==> config.mk <==
export PLATFORM = sky130hd
export DESIGN_NAME = thermistor_ohms_to_temp_interp_core_flat
export DESIGN_NICKNAME = d
export VERILOG_FILES = /design/src/rtl/thtemp_pkg.sv /design/src/rtl/thtemp_ifs.sv /design/src/rtl/thtemp_front.sv /design/src/rtl/thtemp_mul.sv /design/src/rtl/thtemp_div.sv /design/src/rtl/thermistor_ohms_to_temp_interp_core.sv /design/src/flat_wrapper.sv
export VERILOG_INCLUDE_DIRS = /design/src /design/src/rtl
export SDC_FILE = /design/constraint.sdc
export NUM_CORES = 2
export LEC_CHECK = 0
export BUFFER_PORTS_ARGS = -buffer_cell sky130_fd_sc_hd__buf_2
export CAP_MARGIN = 25
export CORE_UTILIZATION = 39
export CTS_BUF_LIST = sky130_fd_sc_hd__clkbuf_4
export DETAILED_ROUTE_END_ITERATION = 12
export PLACE_DENSITY = 0.59
export SLEW_MARGIN = 20
export SYNTH_ARGS = -nofsm -noshare
export SYNTH_HDL_FRONTEND = slang
export SYNTH_MEMORY_MAX_BITS = 65536
export SYNTH_SLANG_ARGS = --single-unit
==> constraint.sdc <==
create_clock -name clk -period 108.4 [get_ports clk]
set_input_delay 27.1 -clock clk [delete_from_list [all_inputs] [get_ports clk]]
set_output_delay 27.1 -clock clk [all_outputs]
set_load 0.1 [all_outputs]
==> src/rtl/thermistor_ohms_to_temp_interp_core_defines.svh <==
// Assertion macros shared by the thermistor converter RTL.
`ifndef THERMISTOR_OHMS_TO_TEMP_INTERP_CORE_DEFINES_SVH
`define THERMISTOR_OHMS_TO_TEMP_INTERP_CORE_DEFINES_SVH

// Same-cycle implication, sampled on clk and disabled during reset.
`define THTEMP_ASSERT_IMP(lbl, ante, cons, msg) \
	lbl: assert property (@(posedge clk) disable iff (!arst_n) (ante) |-> (cons)) \
	else $error(msg);

// Next-cycle implication, sampled on clk and disabled during reset.
`define THTEMP_ASSERT_NXT(lbl, ante, cons, msg) \
	lbl: assert property (@(posedge clk) disable iff (!arst_n) (ante) |=> (cons)) \
	else $error(msg);

`endif

==> src/rtl/thtemp_pkg.sv <==
// Shared constants, table functions and types of the thermistor converter.
package thtemp_pkg;

	localparam int OHMS_W = 16;
	localparam int TEMP_W = 13;
	localparam int DEG_W = 9;
	localparam int MAG_W = 12;
	localparam int PROD_W = OHMS_W + MAG_W;
	localparam int TABLE_CAP = 64;
	localparam int SEG_W = $clog2(TABLE_CAP);
	localparam int TABLE_POINTS_DEF = 17;
	localparam int FAULT_OFFSET = 1600;
	localparam int TEMP_HI = 2 ** (TEMP_W - 1) - 1;
	localparam int TEMP_LO = -(2 ** (TEMP_W - 1));

	localparam int CFG_IDX_W = 2;
	localparam logic [CFG_IDX_W-1:0] REG_VALID_MIN = 2'd0;
	localparam logic [CFG_IDX_W-1:0] REG_VALID_MAX = 2'd1;
	localparam logic [CFG_IDX_W-1:0] REG_MIN_TEMP = 2'd2;

	localparam logic [OHMS_W-1:0] RST_VALID_MIN = 16'd40;
	localparam logic [OHMS_W-1:0] RST_VALID_MAX = 16'd30000;
	localparam logic signed [TEMP_W-1:0] RST_MIN_TEMP = -13'sd640;
	localparam logic signed [TEMP_W-1:0] TEMP_MIN = {1'b1, {(TEMP_W-1){1'b0}}};
	localparam logic signed [TEMP_W-1:0] TEMP_MAX = {1'b0, {(TEMP_W-1){1'b1}}};

	// Table resistance points, falling; points past the given ones read zero.
	function automatic logic [OHMS_W-1:0] tbl_ohms(input logic [SEG_W-1:0] idx);
		logic [OHMS_W-1:0] v;
		case (idx)
			6'd0: v = 16'd28146;
			6'd1: v = 16'd15873;
			6'd2: v = 16'd9256;
			6'd3: v = 16'd5572;
			6'd4: v = 16'd3457;
			6'd5: v = 16'd2830;
			6'd6: v = 16'd1443;
			6'd7: v = 16'd992;
			6'd8: v = 16'd660;
			6'd9: v = 16'd475;
			6'd10: v = 16'd329;
			6'd11: v = 16'd244;
			6'd12: v = 16'd175;
			6'd13: v = 16'd134;
			6'd14: v = 16'd99;
			6'd15: v = 16'd60;
			6'd16: v = 16'd47;
			default: v = '0;
		endcase
		return v;
	endfunction

	// Table temperature points in whole degrees C.
	function automatic logic signed [DEG_W-1:0] tbl_deg(input logic [SEG_W-1:0] idx);
		logic signed [DEG_W-1:0] v;
		case (idx)
			6'd0: v = -9'sd20;
			6'd1: v = -9'sd10;
			6'd2: v = 9'sd0;
			6'd3: v = 9'sd10;
			6'd4: v = 9'sd20;
			6'd5: v = 9'sd30;
			6'd6: v = 9'sd40;
			6'd7: v = 9'sd50;
			6'd8: v = 9'sd60;
			6'd9: v = 9'sd70;
			6'd10: v = 9'sd80;
			6'd11: v = 9'sd90;
			6'd12: v = 9'sd100;
			6'd13: v = 9'sd110;
			6'd14: v = 9'sd120;
			6'd15: v = 9'sd140;
			6'd16: v = 9'sd160;
			default: v = '0;
		endcase
		return v;
	endfunction

	// Table temperature in 1/16 degree units.
	function automatic logic signed [TEMP_W-1:0] deg16(input logic [SEG_W-1:0] idx);
		return signed'(TEMP_W'({tbl_deg(idx), 4'b0000}));
	endfunction

	typedef struct packed {
		logic signed [TEMP_W-1:0] direct;
		logic interp;
		logic in_window;
		logic read_ok;
		logic signed [TEMP_W-1:0] base;
		logic neg;
		logic span_zero;
	} meta_t;

endpackage

==> src/rtl/thtemp_ifs.sv <==
// Valid/ready channel interfaces for samples and results.
interface thtemp_sample_if import thtemp_pkg::*; ();
	logic valid;
	logic ready;
	logic [OHMS_W-1:0] resistance;
	logic adc_ok;

	modport source(output valid, resistance, adc_ok, input ready);
	modport sink(input valid, resistance, adc_ok, output ready);
endinterface

interface thtemp_result_if import thtemp_pkg::*; ();
	logic valid;
	logic ready;
	logic signed [TEMP_W-1:0] temperature;
	logic in_window;
	logic read_ok;

	modport source(output valid, temperature, in_window, read_ok, input ready);
	modport sink(input valid, temperature, in_window, read_ok, output ready);
endinterface

==> src/rtl/thtemp_front.sv <==
// Stages 1 and 2: window check, table compares and segment selection.
module thtemp_front import thtemp_pkg::*; #(
	parameter int TABLE_POINTS = TABLE_POINTS_DEF
) (
	input  logic clk,
	input  logic arst_n,
	input  logic adv,
	input  logic in_valid,
	input  logic [OHMS_W-1:0] resistance,
	input  logic adc_ok,
	input  logic [OHMS_W-1:0] valid_min,
	input  logic [OHMS_W-1:0] valid_max,
	input  logic signed [TEMP_W-1:0] fault_temp,
	output logic valid_s2,
	output logic [OHMS_W-1:0] r_s2,
	output logic [SEG_W-1:0] seg_s2,
	output meta_t meta_s2
);

	localparam int NPTS = (TABLE_POINTS < 2) ? 2 :
		((TABLE_POINTS > TABLE_CAP) ? TABLE_CAP : TABLE_POINTS);

	logic valid_s1;
	logic [OHMS_W-1:0] r_s1;
	logic ok_s1;
	logic win_s1;
	logic signed [TEMP_W-1:0] fault_s1;
	logic [NPTS-1:0] ge_s1;
	logic le_last_s1;

	logic [NPTS-1:0] ge_c;
	logic [SEG_W-1:0] seg_c;
	meta_t meta_c;

	always_comb begin
		for (int i = 0; i < NPTS; i++) begin
			ge_c[i] = resistance >= tbl_ohms(SEG_W'(i));
		end
	end

	always_ff @(posedge clk or negedge arst_n) begin
		if (!arst_n) begin
			valid_s1 <= 1'b0;
		end else if (adv) begin
			valid_s1 <= in_valid;
		end
	end

	always_ff @(posedge clk) begin
		if (adv) begin
			r_s1 <= resistance;
			ok_s1 <= adc_ok;
			win_s1 <= (resistance >= valid_min) && (resistance <= valid_max);
			fault_s1 <= fault_temp;
			ge_s1 <= ge_c;
			le_last_s1 <= resistance <= tbl_ohms(SEG_W'(NPTS - 1));
		end
	end

	// The first segment whose lower point lies at or below the resistance wins.
	always_comb begin
		seg_c = '0;
		for (int i = NPTS - 2; i >= 0; i--) begin
			if (ge_s1[i+1]) begin
				seg_c = SEG_W'(i);
			end
		end
	end

	always_comb begin
		meta_c = '0;
		if (!ok_s1) begin
			meta_c.direct = '0;
		end else if (!win_s1) begin
			meta_c.direct = fault_s1;
			meta_c.read_ok = 1'b1;
		end else begin
			meta_c.in_window = 1'b1;
			meta_c.read_ok = 1'b1;
			if (ge_s1[0]) begin
				meta_c.direct = deg16('0);
			end else if (le_last_s1) begin
				meta_c.direct = deg16(SEG_W'(NPTS - 1));
			end else begin
				meta_c.interp = 1'b1;
			end
		end
	end

	always_ff @(posedge clk or negedge arst_n) begin
		if (!arst_n) begin
			valid_s2 <= 1'b0;
		end else if (adv) begin
			valid_s2 <= valid_s1;
		end
	end

	always_ff @(posedge clk) begin
		if (adv) begin
			r_s2 <= r_s1;
			seg_s2 <= seg_c;
			meta_s2 <= meta_c;
		end
	end

endmodule

==> src/rtl/thtemp_mul.sv <==
// Stages 3 and 4: segment lookup, offset and slope product.
module thtemp_mul import thtemp_pkg::*; (
	input  logic clk,
	input  logic arst_n,
	input  logic adv,
	input  logic valid_s2,
	input  logic [OHMS_W-1:0] r_s2,
	input  logic [SEG_W-1:0] seg_s2,
	input  meta_t meta_s2,
	output logic valid_s4,
	output logic [PROD_W-1:0] prod_s4,
	output logic [OHMS_W-1:0] span_s4,
	output meta_t meta_s4
);

	logic valid_s3;
	logic [OHMS_W-1:0] off_s3;
	logic [MAG_W-1:0] mag_s3;
	logic [OHMS_W-1:0] span_s3;
	meta_t meta_s3;

	logic [SEG_W-1:0] seg_nx;
	logic [OHMS_W-1:0] lo_r;
	logic [OHMS_W-1:0] hi_r;
	logic signed [TEMP_W-1:0] t_lo;
	logic signed [TEMP_W-1:0] t_hi;
	logic signed [TEMP_W:0] dt;
	logic [TEMP_W:0] dt_abs;
	meta_t meta_c;

	always_comb begin
		seg_nx = seg_s2 + SEG_W'(1);
		lo_r = tbl_ohms(seg_nx);
		hi_r = tbl_ohms(seg_s2);
		t_lo = deg16(seg_nx);
		t_hi = deg16(seg_s2);
		dt = {t_lo[TEMP_W-1], t_lo} - {t_hi[TEMP_W-1], t_hi};
		dt_abs = dt[TEMP_W] ? (TEMP_W+1)'(-dt) : dt;
		meta_c = meta_s2;
		meta_c.base = t_lo;
		meta_c.neg = dt[TEMP_W];
		meta_c.span_zero = !(hi_r > lo_r);
	end

	always_ff @(posedge clk or negedge arst_n) begin
		if (!arst_n) begin
			valid_s3 <= 1'b0;
			valid_s4 <= 1'b0;
		end else if (adv) begin
			valid_s3 <= valid_s2;
			valid_s4 <= valid_s3;
		end
	end

	always_ff @(posedge clk) begin
		if (adv) begin
			off_s3 <= r_s2 - lo_r;
			mag_s3 <= dt_abs[MAG_W-1:0];
			span_s3 <= (hi_r > lo_r) ? (hi_r - lo_r) : '0;
			meta_s3 <= meta_c;
			prod_s4 <= PROD_W'(off_s3) * PROD_W'(mag_s3);
			span_s4 <= span_s3;
			meta_s4 <= meta_s3;
		end
	end

endmodule

==> src/rtl/thtemp_div.sv <==
// Pipelined restoring divider, one quotient bit per stage.
module thtemp_div import thtemp_pkg::*; (
	input  logic clk,
	input  logic arst_n,
	input  logic adv,
	input  logic valid_i,
	input  logic [PROD_W-1:0] prod_i,
	input  logic [OHMS_W-1:0] span_i,
	input  meta_t meta_i,
	output logic valid_o,
	output logic [PROD_W-1:0] quot_o,
	output meta_t meta_o
);

	// Per stage: dividend bits still to consume shift out the top while
	// quotient bits shift in at the bottom.
	logic vld_s [PROD_W];
	logic [PROD_W-1:0] dq_s [PROD_W];
	logic [OHMS_W-1:0] rem_s [PROD_W];
	logic [OHMS_W-1:0] den_s [PROD_W];
	meta_t meta_s [PROD_W];

	for (genvar k = 0; k < PROD_W; k++) begin : g_stage
		logic vld_in;
		logic [PROD_W-1:0] dq_in;
		logic [OHMS_W-1:0] rem_in;
		logic [OHMS_W-1:0] den_in;
		meta_t meta_in;
		logic [OHMS_W:0] trial;
		logic fits;

		if (k == 0) begin : g_first
			assign vld_in = valid_i;
			assign dq_in = prod_i;
			assign rem_in = '0;
			assign den_in = span_i;
			assign meta_in = meta_i;
		end else begin : g_next
			assign vld_in = vld_s[k-1];
			assign dq_in = dq_s[k-1];
			assign rem_in = rem_s[k-1];
			assign den_in = den_s[k-1];
			assign meta_in = meta_s[k-1];
		end

		assign trial = {rem_in, dq_in[PROD_W-1]};
		assign fits = trial >= {1'b0, den_in};

		always_ff @(posedge clk or negedge arst_n) begin
			if (!arst_n) begin
				vld_s[k] <= 1'b0;
			end else if (adv) begin
				vld_s[k] <= vld_in;
			end
		end

		always_ff @(posedge clk) begin
			if (adv) begin
				rem_s[k] <= fits ? OHMS_W'(trial - {1'b0, den_in}) : trial[OHMS_W-1:0];
				dq_s[k] <= {dq_in[PROD_W-2:0], fits};
				den_s[k] <= den_in;
				meta_s[k] <= meta_in;
			end
		end
	end

	assign valid_o = vld_s[PROD_W-1];
	assign quot_o = dq_s[PROD_W-1];
	assign meta_o = meta_s[PROD_W-1];

endmodule

==> src/rtl/thermistor_ohms_to_temp_interp_core.sv <==
// A result passes 4 front stages, 28 divider stages and the output register after its sample
// is taken; one sample per cycle is sustained while the output is not stalled.
// The 28-stage quotient pipeline sets the latency; a stalled output freezes all stages.
// Reset (arst_n low) clears every valid bit at once and loads the register
// defaults: window 40..30000 ohms, minimum temperature -640 sixteenths.
`include "thermistor_ohms_to_temp_interp_core_defines.svh"

module thermistor_ohms_to_temp_interp_core import thtemp_pkg::*; #(
	parameter int TABLE_POINTS = TABLE_POINTS_DEF
) (
	input  logic clk,
	input  logic arst_n,
	input  logic cfg_we,
	input  logic [CFG_IDX_W-1:0] cfg_index,
	input  logic [OHMS_W-1:0] cfg_wdata,
	thtemp_sample_if.sink sample,
	thtemp_result_if.source result
);

	localparam int ACC_W = PROD_W + 2;
	localparam logic signed [ACC_W-1:0] ACC_HI = signed'(ACC_W'(TEMP_HI));
	localparam logic signed [ACC_W-1:0] ACC_LO = signed'(ACC_W'(TEMP_LO));

	logic [OHMS_W-1:0] valid_min_q;
	logic [OHMS_W-1:0] valid_max_q;
	logic signed [TEMP_W-1:0] min_temp_q;

	logic adv;
	logic signed [TEMP_W:0] fault_wide;
	logic signed [TEMP_W-1:0] fault_temp;

	logic valid_s2;
	logic [OHMS_W-1:0] r_s2;
	logic [SEG_W-1:0] seg_s2;
	meta_t meta_s2;

	logic valid_s4;
	logic [PROD_W-1:0] prod_s4;
	logic [OHMS_W-1:0] span_s4;
	meta_t meta_s4;

	logic div_valid;
	logic [PROD_W-1:0] quot;
	meta_t div_meta;

	logic signed [ACC_W-1:0] q_ext;
	logic signed [ACC_W-1:0] base_ext;
	logic signed [ACC_W-1:0] acc;
	logic signed [TEMP_W-1:0] interp_temp;

	logic out_valid_q;
	logic signed [TEMP_W-1:0] temp_q;
	logic in_window_q;
	logic read_ok_q;

	always_ff @(posedge clk or negedge arst_n) begin
		if (!arst_n) begin
			valid_min_q <= RST_VALID_MIN;
			valid_max_q <= RST_VALID_MAX;
			min_temp_q <= RST_MIN_TEMP;
		end else if (cfg_we) begin
			case (cfg_index)
				REG_VALID_MIN: valid_min_q <= cfg_wdata;
				REG_VALID_MAX: valid_max_q <= cfg_wdata;
				REG_MIN_TEMP: min_temp_q <= signed'(cfg_wdata[TEMP_W-1:0]);
				default: ;
			endcase
		end
	end

	// Only the low side can overflow after the offset is taken off.
	always_comb begin
		fault_wide = {min_temp_q[TEMP_W-1], min_temp_q} - (TEMP_W+1)'(FAULT_OFFSET);
		fault_temp = (fault_wide[TEMP_W] != fault_wide[TEMP_W-1]) ? TEMP_MIN
			: fault_wide[TEMP_W-1:0];
	end

	assign adv = !out_valid_q || result.ready;
	assign sample.ready = adv;

	thtemp_front #(
		.TABLE_POINTS(TABLE_POINTS)
	) u_front (
		.clk(clk),
		.arst_n(arst_n),
		.adv(adv),
		.in_valid(sample.valid),
		.resistance(sample.resistance),
		.adc_ok(sample.adc_ok),
		.valid_min(valid_min_q),
		.valid_max(valid_max_q),
		.fault_temp(fault_temp),
		.valid_s2(valid_s2),
		.r_s2(r_s2),
		.seg_s2(seg_s2),
		.meta_s2(meta_s2)
	);

	thtemp_mul u_mul (
		.clk(clk),
		.arst_n(arst_n),
		.adv(adv),
		.valid_s2(valid_s2),
		.r_s2(r_s2),
		.seg_s2(seg_s2),
		.meta_s2(meta_s2),
		.valid_s4(valid_s4),
		.prod_s4(prod_s4),
		.span_s4(span_s4),
		.meta_s4(meta_s4)
	);

	thtemp_div u_div (
		.clk(clk),
		.arst_n(arst_n),
		.adv(adv),
		.valid_i(valid_s4),
		.prod_i(prod_s4),
		.span_i(span_s4),
		.meta_i(meta_s4),
		.valid_o(div_valid),
		.quot_o(quot),
		.meta_o(div_meta)
	);

	// A falling segment adds the quotient, a rising one subtracts it.
	always_comb begin
		q_ext = div_meta.span_zero ? '0 : signed'({2'b00, quot});
		base_ext = ACC_W'(div_meta.base);
		acc = div_meta.neg ? (base_ext + q_ext) : (base_ext - q_ext);
		if (acc > ACC_HI) begin
			interp_temp = TEMP_MAX;
		end else if (acc < ACC_LO) begin
			interp_temp = TEMP_MIN;
		end else begin
			interp_temp = acc[TEMP_W-1:0];
		end
	end

	always_ff @(posedge clk or negedge arst_n) begin
		if (!arst_n) begin
			out_valid_q <= 1'b0;
		end else if (adv) begin
			out_valid_q <= div_valid;
		end
	end

	always_ff @(posedge clk) begin
		if (adv) begin
			temp_q <= div_meta.interp ? interp_temp : div_meta.direct;
			in_window_q <= div_meta.in_window;
			read_ok_q <= div_meta.read_ok;
		end
	end

	assign result.valid = out_valid_q;
	assign result.temperature = temp_q;
	assign result.in_window = in_window_q;
	assign result.read_ok = read_ok_q;

	`THTEMP_ASSERT_IMP(a_fail_zero, out_valid_q && !read_ok_q, (temp_q == '0) && !in_window_q, "failed read not cleared")
	`THTEMP_ASSERT_IMP(a_valid_needs_ok, out_valid_q && in_window_q, read_ok_q, "in window without a good read")
	`THTEMP_ASSERT_IMP(a_stall_blocks_input, out_valid_q && !result.ready, !sample.ready, "input taken in a stall")
	`THTEMP_ASSERT_NXT(a_div_to_out, div_valid && adv, out_valid_q, "divider result lost")

endmodule
==> src/flat_wrapper.sv <==
// flat-port wrapper written by rule: the top's interface ports become plain ports
module thermistor_ohms_to_temp_interp_core_flat import thtemp_pkg::*;
#(
	parameter int TABLE_POINTS = TABLE_POINTS_DEF
)
  (clk, arst_n, cfg_we, cfg_index, cfg_wdata, sample_valid, sample_resistance, sample_adc_ok, sample_ready, result_valid, result_temperature, result_in_window, result_read_ok, result_ready);
  thtemp_sample_if sample_i ();
  thtemp_result_if result_i ();
  input  logic clk;
  input  logic arst_n;
  input  logic cfg_we;
  input  logic [CFG_IDX_W-1:0] cfg_index;
  input  logic [OHMS_W-1:0] cfg_wdata;
  input wire logic [$bits(sample_i.valid)-1:0] sample_valid;
  input wire logic [$bits(sample_i.resistance)-1:0] sample_resistance;
  input wire logic [$bits(sample_i.adc_ok)-1:0] sample_adc_ok;
  output wire logic [$bits(sample_i.ready)-1:0] sample_ready;
  output wire logic [$bits(result_i.valid)-1:0] result_valid;
  output wire logic [$bits(result_i.temperature)-1:0] result_temperature;
  output wire logic [$bits(result_i.in_window)-1:0] result_in_window;
  output wire logic [$bits(result_i.read_ok)-1:0] result_read_ok;
  input wire logic [$bits(result_i.ready)-1:0] result_ready;
  assign sample_i.valid = sample_valid;
  assign sample_i.resistance = sample_resistance;
  assign sample_i.adc_ok = sample_adc_ok;
  assign sample_ready = sample_i.ready;
  assign result_valid = result_i.valid;
  assign result_temperature = result_i.temperature;
  assign result_in_window = result_i.in_window;
  assign result_read_ok = result_i.read_ok;
  assign result_i.ready = result_ready;
  thermistor_ohms_to_temp_interp_core #(.TABLE_POINTS(TABLE_POINTS)) u_core (.clk(clk), .arst_n(arst_n), .cfg_we(cfg_we), .cfg_index(cfg_index), .cfg_wdata(cfg_wdata), .sample(sample_i), .result(result_i));
endmodule
======== Word level (Yosys, flattened, before mapping) ========
Memory sizes are Yosys's and may differ from the RTL's.
Index checks and enable logic that the tools add are counted.
cells by class
  equal/unequal tests ..................... 3
  divide/modulo/power cells ............... 0
  reductions and logical operators ........ 13
  add/subtract/negate cells ............... 36
  multiply operators ...................... 1
  shift operators ......................... 0
  bitwise logic cells ..................... 2
  muxes and demuxes ....................... 61
  magnitude comparators ................... 51
operators with widths
  kind                    number
  $mux W16                30
  $sub A16 B16 Y16        29
  $ge A17 B16 Y1          27
  $mux W13                5
  $ge A16 B8 Y1 const B   3
  $ge A16 B10 Y1 const B  2
  $ge A16 B12 Y1 const B  2
  $ge A16 B14 Y1 const B  2
  $ge A16 B6 Y1 const B   2
  $ge A16 B9 Y1 const B   2
  $mux W4                 8
  $add A13 B29 Y30        1
  $gt A30 B13 Y1 const B  1
  $lt A30 B13 Y1 const B  1
  $mux W30                1
  $sub A13 B29 Y30        1
  $mul A16 B12 Y28        1
  $mux W28                1
  $mux W12                2
  $mux W9                 2
  $ge A1 B16 Y1           1
  $ge A16 B11 Y1 const B  1
  $ge A16 B13 Y1 const B  1
  $ge A16 B15 Y1 const B  1
  27 further kinds        40
word-level totals
  logic and storage cells ................. 249
  output and inout bits ................... 17
  flip-flop bits (word level) ............. 322
  bits in latches ......................... 0
  memory bits (writable) .................. 2548
  ROM bits ................................ 1472
  input bits .............................. 40
  memories ................................ 8
memories
  name                 depth  width  rd ports  clocked after memory_dff  write ports  line              RTL
  u_core.u_div.meta_s  28     31     28        0                         28           thtemp_div.sv:21  meta_t meta_s [PROD_W];
  u_core.u_div.dq_s    28     28     28        0                         28           thtemp_div.sv:18  logic [PROD_W-1:0] dq_s [PROD_W];
  (no name shown)      32     15     1         0                         0            thtemp_pkg.sv:30  case (idx)
  (no name shown)      32     15     1         0                         0            thtemp_pkg.sv:30
  u_core.u_div.den_s   28     16     27        0                         28           thtemp_div.sv:20  logic [OHMS_W-1:0] den_s [PROD_W];
  u_core.u_div.rem_s   28     16     27        0                         28           thtemp_div.sv:19  logic [OHMS_W-1:0] rem_s [PROD_W];
  2 more memories      --     --     --        --                        --           --

======== Depth between registers and ports, before layout ========
  depth in word-level cells ............... 15
  gate-level depth with buffers ........... 24
  depth with buffers taken out ............ 23

======== Modules after synthesis ========
A second synthesis with hierarchy kept.
second synthesis, totals
  cells, all modules ...................... 8297
  area total of the unflattened synthesis .. 123567.3 um^2
modules (own cells, without submodules)
  module                               area each (um^2)  times used  seq. area each (um^2)  cells each
  thtemp_div                           102615.9          1           76253.1                6274
  thtemp_mul                           11089.4           1           3953.8                 1060
  thermistor_ohms_to_temp_interp_core  5556.6            1           1619.1                 613
  thtemp_front                         4305.4            1           2602.5                 350

======== Worst setup path before layout ========
No wires, ideal clock.
  kind .................................... in2out
  start ................................... input port result_ready
  end ..................................... output port sample_ready
  cell stages on the path ................. 4
  required time ........................... 81.300 ns
  arrival ................................. 75.610 ns
  buffers on the path ..................... 2
  path slack .............................. 5.690 ns
  path through ............................ nor2b_1 clkbuf_1 clkbuf_1 inv_1
on the way
  cells in the longest elaborated chain, start to end .. 1
ends and longest elaborated chain
  item                line                                       RTL
  start: declaration  flat_wrapper.sv:22                         input wire logic [$bits(result_i.ready)-1:0] result_ready;
  $logic_or A1 B1 Y1  thermistor_ohms_to_temp_interp_core.sv:78  assign adv = !out_valid_q || result.ready;
  end: declaration    flat_wrapper.sv:17                         output wire logic [$bits(sample_i.ready)-1:0] sample_ready;
No other way between the ends.

======== Worst setup path after layout ========
Same ends and word-level chain as after synthesis.

==> flow_summary.json <==
{
  "status": "finished, final reports clean",
  "hold_depth": 0,
  "synth_top_area_share": 0.667,
  "min_period_ns": 55.81,
  "ff2ff_path_depth": 24,
  "finalWirelength_um": 199000,
  "period_share": 0.515,
  "crit_type": "in -> out",
  "ys_ff_latch": 2559,
  "hp-class": "reg -> reg",
  "cts_max_level": 6,
  "core_sq_mm": 0.285,
  "cpLargestDelayFamily": "buffers and inverters",
  "crit_chain": "buf_2 > nor2b_2 > buf_4 > inv_8 > buf_2",
  "cp.depth": 5,
  "dp_hpwl_um": 136000,
  "postCtsSetupBuffers": 0,
  "syn_area_sq_mm": 0.112,
  "insertion_delay_ns": 1.29,
  "mostFrequentLayoutCells": "edfxtp_1 (2481), clkbuf_4 (899), inv_1 (699)",
  "skew_ns": 0.124,
  "drt_iter0_markers": 3429,
  "required_ns": 81.30,
  "worstMarginPinSlew_ns": 1.02,
  "crit_path_end_kind": "primary output",
  "synth_async_sr_flop_share": 0.0305,
  "track_usage": 0.137,
  "firstDrtPassIters": 6,
  "clk_path_buf_depth": 4,
  "utilization": 0.437,
  "start_util": 0.392,
  "grt_pass1_vias": 62000,
  "grt_max_degree": 182,
  "final_common_cell": "edfxtp_1",
  "cts_root_buf": "clkbuf_4",
  "path_max_fanout": 132,
  "setup-violations-final": 0,
  "synth-edff-count": 2481,
  "slew_violations": 0,
  "synth-seq-area-share": 0.685,
  "drc": 0,
  "grt_overflow": 0,
  "cts_tree": "done",
  "crit_slowest_cell": "inv_8",
  "crit_path_start_kind": "primary input",
  "synth_nets": 8212,
  "avgRoutedWirePerCell_um": 16.2,
  "antenna_found_initial": 18,
  "fmax_mhz": 17.9,
  "rows": 196,
  "syn_inst": 7459,
  "layout.nets": 8873,
  "die_y_um": 537,
  "ant_nets": 0,
  "pin_count": 57,
  "synth_ff_type": "edfxtp_1",
  "clkSinkCount": 2559,
  "crit_top_cell": "buf_2",
  "numCtsBuffers": 658,
  "grt_pass1_wl_um": 318000,
  "relSlewSlack": 0.316,
  "area_growth_pct": 11.6,
  "synth_top_area_cell": "edfxtp_1",
  "critPathBufInv": 4,
  "drv_cap": 0,
  "avgSynthCellArea_sq_um": 15.0,
  "cpPeakStageDelay_ns": 0.61,
  "fp.dieW_um": 537,
  "postCtsHoldBufs": 0,
  "cts_resized": 0,
  "portBuffers": 56,
  "tns_ns": 0,
  "die_area_sq_mm": 0.289,
  "hold_violations": 0,
  "drive_gt1_frac": 0.179,
  "rsz0062_at_grt": "false",
  "route.vias.total": 60000,
  "crit_arrival_ns": 28.71,
  "placed_cell_area_sq_mm": 0.117,
  "synthTopCellsByArea": "edfxtp_1 (67%), ha_1 (6.9%), mux2_2 (3.8%)",
  "clkSlewWorstSetupHoldPaths_ns": 0.05,
  "yosysWarnings": 0,
  "num-fill-cells": 25700,
  "final_area_sq_mm": 0.125,
  "synthDistinctLibCells": 78,
  "viasPerCell": 4.88,
  "gp_congestion": 0.853
}
==> sequential cells by signal, indices dropped and copies added (netlist names), 17 cells and up <==
name,count
u_core.u_div.rem_s,432
u_core.u_div.dq_s,659
u_core.u_mul.meta_s3,26
u_core.u_div.g_stage.vld_in,27
u_core.u_div.meta_s,728
u_core.u_mul.meta_s4,26
u_core.u_front.ge_s1,17
u_core.u_div.den_s,432
u_core.u_mul.prod_s4,23
==> cells by family (layout without fill, tap and decap cells) <==
kind of cell	Yosys count	after routing	share of synthesized area
compound gates	1160	1160	0.0672
buf+inv	811	1889	0.0273
flops	2559	2559	0.685
xor+xnor	374	374	0.0293
mux	434	434	0.0434
other cells	0	7	0
fa+ha+maj	713	713	0.0866
simple gates	1408	1408	0.0617
==> layer usage <==
layer  vias to the layer above  global-route usage  wire, um
met4                        18              0.0673      7480
met1                     28900               0.164     84900
met5                         -                   0       132
li1                      29400                   -         -
met2                      1279               0.233     97500
met3                       455              0.0301      9040
==> cell usage after synthesis (8+ instances only) <==
| cell | instances |
|---|---|
| edfxtp_1 | 2481 |
| inv_1 | 700 |
| ha_1 | 613 |
| nor2_1 | 404 |
| mux2_2 | 375 |
| a21oi_1 | 308 |
| nand2_1 | 283 |
| xnor2_1 | 278 |
| o21ai_0 | 252 |
| a21o_1 | 157 |
| nand4_1 | 114 |
| nand3_1 | 113 |
| and2_1 | 110 |
| nor2b_1 | 108 |
| fa_1 | 100 |
| xor2_1 | 96 |
| nor3_1 | 94 |
| clkbuf_1 | 84 |
| a211oi_1 | 70 |
| dfrtp_1 | 64 |
| o21a_1 | 63 |
| mux2i_1 | 56 |
| nand2b_1 | 56 |
| a21boi_0 | 54 |
| o21bai_1 | 51 |
| or3_1 | 34 |
| o31ai_1 | 32 |
| o41ai_1 | 32 |
| or2_2 | 30 |
| buf_1 | 23 |
| o32ai_1 | 19 |
| a31oi_1 | 18 |
| and3_1 | 15 |
| nor4_1 | 15 |
| dfstp_2 | 14 |
| o211ai_1 | 14 |
| o31a_1 | 11 |
| o22ai_1 | 8 |
| or4_1 | 8 |
==> worst paths after layout <==
check | slack, ns | end | startpoint
setup / recovery | 52.59 | sample_ready | result_ready
hold / removal | 0.34 | u_core.u_div.dq_s[0][78] | u_core.u_div.dq_s[0][49]
setup reg to reg | 101.12 | u_core.result.temperature[8] | u_core.u_div.meta_s[1][341]
hold reg to reg | 0.34 | u_core.u_div.dq_s[0][78] | u_core.u_div.dq_s[0][49]
max in group asynchronous | 81.80 | u_core.valid_max_q[14] | arst_n
min in group asynchronous | 25.93 | u_core.u_div.g_stage[1].vld_in | arst_n
==> final cells by class <==
cell class | instances | area, sq um | share of cell area
clock inverter | 178 | 992 | 0.00796
antenna | 7 | 17.5 | 0.000141
sequential | 2559 | 76500 | 0.614
multi-input combinational | 4089 | 32200 | 0.259
tap | 3762 | 4710 | 0.0378
timing repair buffer | 109 | 808 | 0.00649
inverter | 703 | 2650 | 0.0212
clock buffer | 899 | 6750 | 0.0542
==> per-stage QoR <==
step | hold WS, ns | setup slack, ns | instances
after floorplan | 0.400 | 5.69 | 7459
after global placement | 0.400 | 52.48 | 11200
after detailed placement | 0.405 | 52.48 | 11200
after CTS | 0.340 | 52.47 | 12300
after global routing | 0.355 | 52.40 | 12300
final | 0.336 | 52.59 | 12300
Power is not shown: default switching activity piles up to over one toggle a cycle in this logic, so the estimate is an artifact.
